===== src/rtl/e2q_pkg.sv =====
package e2q_pkg;

    localparam int ANGLE_W    = 16;
    localparam int COMP_W     = 16;
    localparam int FRAC       = 30;
    localparam int NUM_STAGES = 22;

    // first stage of each section of the pipeline
    localparam int PREP_BASE = 0;
    localparam int SC_BASE   = 6;
    localparam int QUAT_BASE = 17;

    // half angle units (1/128 degree)
    localparam logic [16:0] TURN_UNITS    = 17'd46080;
    localparam logic [15:0] QUARTER_UNITS = 16'd11520;
    localparam logic [15:0] HALF_UNITS    = 16'd23040;
    localparam logic [15:0] THREEQ_UNITS  = 16'd34560;
    localparam logic [13:0] QUARTER_REM   = 14'd11520;
    localparam logic [13:0] EIGHTH_REM    = 14'd5760;

    // radians = u * pi / 23040 split as u * A + (u * B + 11520) / 23040
    localparam logic [17:0] RAD_A      = 18'd146408;
    localparam logic [14:0] RAD_B      = 15'd19106;
    localparam logic [13:0] RAD_HALF   = 14'd11520;
    localparam logic [18:0] RECIP45    = 19'd372828;
    localparam int          RECIP45_SH = 24;

    // quadrant codes
    localparam logic [1:0] QUAD_0 = 2'd0;
    localparam logic [1:0] QUAD_1 = 2'd1;
    localparam logic [1:0] QUAD_2 = 2'd2;
    localparam logic [1:0] QUAD_3 = 2'd3;

    localparam int SIN_STEPS = 4;
    localparam int COS_STEPS = 5;
    localparam int COS_FIRST = 4;
    localparam int HORNER_STEPS = SIN_STEPS + COS_STEPS;

    // divisor n = 2^sh * d, 1/d by multiply with m and shift by k
    localparam logic [6:0] HORNER_N [HORNER_STEPS] =
        '{7'd72, 7'd42, 7'd20, 7'd6, 7'd90, 7'd56, 7'd30, 7'd12, 7'd2};
    localparam logic [1:0] HORNER_SH [HORNER_STEPS] =
        '{2'd3, 2'd1, 2'd2, 2'd1, 2'd1, 2'd3, 2'd1, 2'd2, 2'd1};
    localparam logic [29:0] HORNER_M [HORNER_STEPS] =
        '{30'd238609295, 30'd818089009, 30'd429496730, 30'd715827883,
          30'd763549742, 30'd153391690, 30'd572662307, 30'd357913942, 30'd1};
    localparam logic [5:0] HORNER_K [HORNER_STEPS] =
        '{6'd31, 6'd34, 6'd31, 6'd31, 6'd35, 6'd30, 6'd33, 6'd30, 6'd0};

    localparam int COMP_SH = 61 - COMP_W;

    typedef logic [FRAC:0]          q30u_t;
    typedef logic [FRAC-1:0]        rad_t;
    typedef logic signed [31:0]     q30s_t;
    typedef logic [NUM_STAGES-1:0]  stage_en_t;

    localparam q30u_t ONE_Q = q30u_t'(1) << FRAC;

    typedef struct packed {
        logic [1:0] quad;
        logic       swap;
    } fold_t;

    typedef struct packed {
        logic signed [ANGLE_W-1:0] roll_angle;
        logic signed [ANGLE_W-1:0] pitch_angle;
        logic signed [ANGLE_W-1:0] yaw_angle;
    } angles_t;

    typedef struct packed {
        logic signed [COMP_W-1:0] quat_w;
        logic signed [COMP_W-1:0] quat_x;
        logic signed [COMP_W-1:0] quat_y;
        logic signed [COMP_W-1:0] quat_z;
    } quat_t;

    // r2 * t / 2^30 plus half the divisor, first half of a horner step
    function automatic q30u_t horner_mul(input rad_t r2, input q30u_t t,
                                         input logic [3:0] idx);
        logic [61:0] acc;
        acc = 62'(r2) * 62'(t) + (62'(HORNER_N[idx]) << (FRAC - 1));
        return acc[FRAC +: FRAC + 1];
    endfunction

    // 2^30 - p / n, second half of a horner step
    function automatic q30u_t horner_div(input q30u_t p, input logic [3:0] idx);
        q30u_t       z;
        logic [60:0] prod;
        z    = p >> HORNER_SH[idx];
        prod = 61'(z) * 61'(HORNER_M[idx]);
        return ONE_Q - q30u_t'(prod >> HORNER_K[idx]);
    endfunction

    // q30 product, rounded half away from zero
    function automatic q30s_t mul_q30(input q30s_t a, input q30s_t b);
        logic [31:0] ma;
        logic [31:0] mb;
        logic [63:0] prod;
        logic [31:0] m;
        ma   = a[31] ? 32'(-a) : 32'(a);
        mb   = b[31] ? 32'(-b) : 32'(b);
        prod = 64'(ma) * 64'(mb) + (64'd1 << (FRAC - 1));
        m    = prod[FRAC +: 32];
        return (a[31] ^ b[31]) ? -q30s_t'(m) : q30s_t'(m);
    endfunction

endpackage


===== src/rtl/e2q_angle_prep.sv =====
module e2q_angle_prep (
    input  logic                                aclk,
    input  e2q_pkg::stage_en_t                  en,
    input  logic signed [e2q_pkg::ANGLE_W-1:0]  angle,
    output e2q_pkg::rad_t                       rad,
    output e2q_pkg::rad_t                       rad_sq,
    output e2q_pkg::fold_t                      fold
);

    logic [16:0]          wrap_sum;
    logic [15:0]          unit_next;
    logic [15:0]          unit_reg;
    logic [1:0]           quad;
    logic [15:0]          quad_base;
    logic [13:0]          rem;
    logic                 swap;
    logic [12:0]          oct_next;
    logic [12:0]          oct_reg;
    logic [30:0]          ua_prod;
    logic [29:0]          ua_reg;
    logic [29:0]          ua2_reg;
    logic [26:0]          yb_reg;
    logic [17:0]          yb_hi;
    logic [36:0]          corr_prod;
    logic [12:0]          corr_reg;
    e2q_pkg::rad_t        rad5_reg;
    e2q_pkg::rad_t        rad6_reg;
    e2q_pkg::rad_t        rad_sq_reg;
    logic [59:0]          sq_acc;
    e2q_pkg::fold_t       fold_reg [5];

    // one turn of the half angle is added to negative inputs
    assign wrap_sum  = 17'(angle) + e2q_pkg::TURN_UNITS;
    assign unit_next = angle[e2q_pkg::ANGLE_W-1] ? wrap_sum[15:0] : $unsigned(angle);

    always_comb begin
        if (unit_reg >= e2q_pkg::THREEQ_UNITS) begin
            quad      = e2q_pkg::QUAD_3;
            quad_base = e2q_pkg::THREEQ_UNITS;
        end else if (unit_reg >= e2q_pkg::HALF_UNITS) begin
            quad      = e2q_pkg::QUAD_2;
            quad_base = e2q_pkg::HALF_UNITS;
        end else if (unit_reg >= e2q_pkg::QUARTER_UNITS) begin
            quad      = e2q_pkg::QUAD_1;
            quad_base = e2q_pkg::QUARTER_UNITS;
        end else begin
            quad      = e2q_pkg::QUAD_0;
            quad_base = 16'd0;
        end
        rem      = 14'(unit_reg - quad_base);
        swap     = rem > e2q_pkg::EIGHTH_REM;
        oct_next = swap ? 13'(e2q_pkg::QUARTER_REM - rem) : 13'(rem);
    end

    assign ua_prod   = 31'(oct_reg) * 31'(e2q_pkg::RAD_A);
    assign yb_hi     = yb_reg[26:9];
    assign corr_prod = 37'(yb_hi) * 37'(e2q_pkg::RECIP45);
    assign sq_acc    = 60'(rad5_reg) * 60'(rad5_reg) + (60'd1 << (e2q_pkg::FRAC - 1));

    always_ff @(posedge aclk) begin
        if (en[e2q_pkg::PREP_BASE]) begin
            unit_reg <= unit_next;
        end
        if (en[e2q_pkg::PREP_BASE + 1]) begin
            oct_reg          <= oct_next;
            fold_reg[0].quad <= quad;
            fold_reg[0].swap <= swap;
        end
        if (en[e2q_pkg::PREP_BASE + 2]) begin
            ua_reg      <= ua_prod[29:0];
            yb_reg      <= 27'(27'(oct_reg) * 27'(e2q_pkg::RAD_B) + 27'(e2q_pkg::RAD_HALF));
            fold_reg[1] <= fold_reg[0];
        end
        if (en[e2q_pkg::PREP_BASE + 3]) begin
            ua2_reg     <= ua_reg;
            corr_reg    <= corr_prod[e2q_pkg::RECIP45_SH +: 13];
            fold_reg[2] <= fold_reg[1];
        end
        if (en[e2q_pkg::PREP_BASE + 4]) begin
            rad5_reg    <= ua2_reg + 30'(corr_reg);
            fold_reg[3] <= fold_reg[2];
        end
        if (en[e2q_pkg::PREP_BASE + 5]) begin
            rad6_reg    <= rad5_reg;
            rad_sq_reg  <= sq_acc[e2q_pkg::FRAC +: e2q_pkg::FRAC];
            fold_reg[4] <= fold_reg[3];
        end
    end

    assign rad    = rad6_reg;
    assign rad_sq = rad_sq_reg;
    assign fold   = fold_reg[4];

endmodule


===== config.mk =====
export PLATFORM = sky130hd
export DESIGN_NAME = e2q_angle_prep
export DESIGN_NICKNAME = d
export VERILOG_FILES = /design/src/rtl/e2q_pkg.sv /design/src/rtl/e2q_angle_prep.sv
export SDC_FILE = /design/constraint.sdc
export NUM_CORES = 2
export LEC_CHECK = 0
export ABC_AREA = 1
export BUFFER_PORTS_ARGS = -buffer_cell sky130_fd_sc_hd__buf_2
export CORE_MARGIN = 2
export CORE_UTILIZATION = 40
export CTS_CLUSTER_DIAMETER = 150
export DETAILED_ROUTE_END_ITERATION = 16
export REMOVE_ABC_BUFFERS = 1
export SYNTH_ARGS = -nofsm -noshare
export SYNTH_HDL_FRONTEND = slang
export SYNTH_SLANG_ARGS = --single-unit
export TNS_END_PERCENT = 30

===== constraint.sdc =====
create_clock -name aclk -period 7.3 [get_ports aclk]
set_input_delay 0.365 -clock aclk [delete_from_list [all_inputs] [get_ports aclk]]
set_output_delay 0.365 -clock aclk [all_outputs]
set_load 0.01 [all_outputs]

* Yosys cells after proc, flatten, opt, wreduce, memory -nomap -nowiden
Memories as Yosys holds them, arrays and structs flattened.
Cells that the tools add are included.
** Storage, ports and cells
- Output and inout port bits :: 63
- Bits of input ports :: 39
- Memory bits (writable) :: 15
- Logic and storage cells :: 43
- Register bits after elaboration :: 213
- Memories :: 1
** Cells by class
- $add $sub $neg :: 6
- Multipliers :: 4
- Mux-type cells :: 18
- Order comparisons :: 4
** Memories
- fold_reg :: words 5, bits a word 3, rd ports 5, clocked after Yosys merged registers in 0, wr ports 5, RTL line e2q_angle_prep.sv:30 : e2q_pkg::fold_t fold_reg [5];
** Operator list (count)
- adder 60 x 30 -> 60 bit (second input constant) :: 1
- multiplier 30 x 30 -> 60 bit :: 1
- 2-to-1 mux 14 bit :: 3
- multiplier 18 x 17 -> 35 bit (second input constant) :: 1
- adder 30 x 13 -> 30 bit :: 1
- adder 27 x 14 -> 27 bit (second input constant) :: 1
- multiplier 13 x 15 -> 27 bit (second input constant) :: 1
- multiplier 13 x 14 -> 26 bit (second input constant) :: 1
- adder 16 bit (second input constant) :: 1
- greater-or-equal comparator 16 x 14 -> 1 bit (second input constant) :: 1
- greater-or-equal comparator 16 x 15 -> 1 bit (second input constant) :: 1
- greater-or-equal comparator 16 bit (second input constant) :: 1
- 2-to-1 mux 15 bit :: 1
- > comparator 14 x 13 -> 1 bit (second input constant) :: 1
- subtractor 14 bit :: 1
- 2-to-1 mux 13 bit :: 1
- subtractor 12 x 13 -> 13 bit (first input constant) :: 1
- 2-to-1 mux 1 bit :: 11
- 2-to-1 mux 2 bit :: 2

* Logic depth before layout (Yosys ltp)
- Depth after elaboration :: 7
- Depth in mapped cells :: 31

* Least setup slack after synthesis
OpenSTA, ideal clock, no wires.
- Path kind :: register to register
- Start :: reg rad5_reg[18]
- End :: reg rad_sq_reg[12] (netlist: rad_sq[12]), data pin
- Required time :: 7.048 ns
- Clock period less this slack :: 6.774 ns
- Arrival :: 6.522 ns
- Stages on the path, launching flop included :: 27
- Library setup time :: 0.252 ns
- Path slack :: 0.526 ns
- Path buffers :: 2
- Path through :: edfxtp_1 -> clkbuf_1 -> clkbuf_1 -> nand2_1 -> fa_1 -> inv_1 -> fa_1 -> fa_1 -> inv_1 -> fa_1 -> inv_1 -> fa_1 -> fa_1 -> fa_1 -> inv_1 -> fa_1 -> inv_1 -> ha_1 -> a21oi_1 -> o21ai_0 -> a21oi_1 -> a21boi_0 -> o21ai_0 -> a21oi_1 -> inv_1 -> nand2_1 -> nand2_1
** On the way
- Cells in the longest elaborated chain, start to end :: 2
** Ends and longest elaborated chain
- start: declaration :: RTL line e2q_angle_prep.sv:26 : e2q_pkg::rad_t rad5_reg;
- start signal: assignment :: RTL line e2q_angle_prep.sv:80 : rad5_reg <= ua2_reg + 30'(corr_reg);
- multiplier 30 x 30 -> 60 bit :: RTL line e2q_angle_prep.sv:58 : assign sq_acc = 60'(rad5_reg) * 60'(rad5_reg) + (60'd1 << (e2q_pkg::FRAC - 1));
- adder 60 x 30 -> 60 bit :: RTL line e2q_angle_prep.sv:58
- via sq_acc[42] :: RTL line e2q_angle_prep.sv:29 : logic [59:0] sq_acc;
- end signal: assignment :: RTL line e2q_angle_prep.sv:85 : rad_sq_reg <= sq_acc[e2q_pkg::FRAC +: e2q_pkg::FRAC];
- end: declaration :: RTL line e2q_angle_prep.sv:28 : e2q_pkg::rad_t rad_sq_reg;
The timed path passes the listed nets, and every way through them passes these cells.
A chain may end at the register's enable or synchronous reset.

* Worst setup path in the final report
- Start :: reg rad5_reg[10]
- End :: reg rad_sq_reg[21] (netlist: rad_sq[21]), data pin
The elaborated chain is that of the path after synthesis.

==> impl_results.md <==
* Initial Util at between 40% and 50%
* Most common cell in the synthesized netlist: inv_1
* Nets at around 6900
* Pre-CTS setup slack at between 0.002 and 0.003 ns
* CTS root buf: clkbuf_16
* Drt total wl at between 100000 and 150000 um
* Ant diodes at 0
* Clock Tree Buf Depth at 3
* Total GRT Usage at a little under a fifth
* YS warnings at 0
* Average wire per standard cell at approximately 16 um
* WS Path Type: flop to flop
* P&R area growth vs syn at 8.49%
* Worst-Skew Late Latency at around 0.59 ns
* Max Freq at around 140 MHz
* Top post-synthesis cells by area: fa_1 (38%), ha_1 (16%), edfxtp_1 (14%), inv_1 (13%), nand2_1 (7.3%)
* Cell count after synthesis at between 5000 and 6000
* Critical Path RT at between 7 and 8 ns
* RD Place Congestion at about 0.92
* Core Rows at approximately 130
* RSZ-0062 raised after global routing: yes
* Core area at roughly 0.12 mm2
* EDFF count, synth at ~220
* PortBufs at 85
* DR iter-0 viols at between 1500 and 2000
* Yosys top cell by area: fa_1
* Initial antenna violation count at 3
* First-pass GRT wire length at approximately 180000 um
* Hold crit path type: input pin to flop
* Worst r2r dst: rad_sq[21]
* Pin count of the biggest net entering global routing at 64
* Hold path start: angle[13]
* Final antenna-violating net count at 0
* Share of cells above drive strength 1 at under 10%
* Fillers at around 11000
* Fin cells at 6937
* Ys async rst share at 0%
* Remaining DRCs at 0
* CP max FO at 13
* CP startpoint: rad5_reg[10]
* Pre-antenna DRT Iters at 5
* Flops & latches, synth at 219
* Die area at approximately 0.12 mm2
* Hold path depth at 2
* Pins over their slew limit at 0
* Layout Utilization at between 40% and 50%
* Type of destination of the critical path: flop
* CP peak stage delay at about 0.57 ns
* Mapped cell area at 0.0471 mm2
* Clock slew at reported path FFs at roughly 0.070 ns
* R2R Setup Slk at about 0.24 ns
* Most common cell on crit path: inv_1
* Count of final hold-check violations at 0
* Global route overflow at 0
* Worst Setup Start Kind: flop
* Min Tclk post-route at just over 7 ns
* Status: finished, final reports clean
* CTS H-tree lvls at 1
* Crit path DAT at roughly 7.4 ns
* Yosys top cell area share at 38.2%
* Clock sink count at around 220
* Final instance area at 0.0511 mm2
* Max-capacitance violation count at 0
* Total I/O pin count at 102
* Dominant synthesized flop cell: edfxtp_1
* Worst-Margin Slew at around 1.2 ns
* Worst Slack Setup Final at around 0.24 ns
* Avg Cell Area, Syn at 8.93 um2
* CTS buffer count at 25
* FF-to-FF path depth at 27
* Critical path's slowest cell: fa_1
* Launch point of the worst reg-to-reg path: rad5_reg[10]
* DP Wirelength at about 93000 um
* Area after DPL at approximately 0.05 mm2
* Commonest cells post-synth: inv_1 (1626), nand2_1 (918), fa_1 (899)
* Placed cell count at between 6000 and 7000
* Via count at ~33000
* Clk_skew at 0.0425 ns
* TritonCTS clock tree: built
* Crit path capture: rad_sq[21]
* Vias in the first global route at roughly 36000
* Via/cell ratio at between 4 and 5
* Distinct cells, synth at 48
* Slew margin rel. at 23.1%
* Horiz. Die Dim at 347 um
* Die height at around 350 um
* Final period util at 96.7%
* Sequential fraction of the synthesis area at about 14%
* Finish-stage setup viols at 0
## what timing repair did
action / CTS / global route
gates resized for setup: 1 / 46
pin swaps: 0 / 6
cloned: 0 / 0
setup buffers: 0 / 9
endpoints found under the setup margin: 1 / 28
hold buffers: 10 / 0
hold endpoints to repair: 10 / 0
## per-stage QoR
step | hold WS (ns) | setup TNS, ns
after CTS | 0.0517 | 0
after floorplan | 0.400 | 0
final | 0.0869 | 0
after detailed placement | 0.406 | 0
after global routing | 0.0830 | -0.291
after global placement | 0.401 | 0
## area by class of cell
class	count	area [um2]	share of cell area, %
Multi-Input combinational cell	3333	34200	66.8
Sequential cell	219	6580	12.9
Tap cell	1524	1910	3.73
Inverter	1626	6100	11.9
Clock buffer	32	652	1.28
Clock inverter	13	169	0.330
Timing Repair Buffer	190	1540	3.02
## placed cells by master, fill, tap and decap left out, types with 3 or more instances in the layout
master and instances:
xnor2_1 50, o21ai_0 89, xor2_1 82, fa_1 898, buf_4 68, nor4_1 7
ha_2 3, nand3b_1 5, a21oi_1 164, clkbuf_16 25, and3_1 3, a21o_1 17
or2_2 7, nand3_1 111, nand4_1 24, nand2_2 12, o21ai_1 12, clkinv_2 3
buf_2 85, o21bai_1 25, buf_6 4, nand3_2 5, nor2_1 203, a31oi_1 17
o211ai_1 9, inv_1 1626, edfxtp_1 219, ha_1 586, nor2_2 16, nor3_1 23
nand2_1 916, a21oi_2 11, dlygate4sd3_1 10, buf_12 23, bufinv_16 3, clkinvlp_4 3
o21a_1 6, clkbuf_1 7, a21boi_0 5
## routing by layer
metal	GRT usage [%]	wire (um)	up-vias
li1	-	-	15900
met1	26.5	50200	16500
met2	32.5	52000	612
met3	1.54	4270	94
met4	3.07	1830	2
met5	0	18	-
## worst min-delay path by stage
stage                            endpoint
after global placement        rad5_reg[1]
after global routing         unit_reg[13]
after CTS                    unit_reg[11]
after floorplan           fold_reg[0][10]
after detailed placement      ua2_reg[29]
final                        unit_reg[13]
## kinds of logic after synthesis
group / after synthesis / synth area share (%)
adders and majority gates: 1488 / 53.8
buffers and inverters: 1723 / 13.8
and+or+nand+nor: 1342 / 11.5
muxes: 1 / 0.0239
xor gates and xnor gates: 134 / 2.51
AOI/OAI and AO/OA: 368 / 4.39
DFF: 219 / 14.0
## critical path, delay by kind of cell, from the launching register on
kind,cells,cell delay [ns]
buffers and inverters,10,0.80
AND/OR/NAND/NOR,6,0.68
adder cells (fa/ha/maj),9,4.45
AO/OA/AOI/OAI,2,0.37
flip-flops,1,0.50
Power is left out: the tool's default activity adds up to more than one toggle a clock period on the data nets, which glitch-free logic cannot reach.
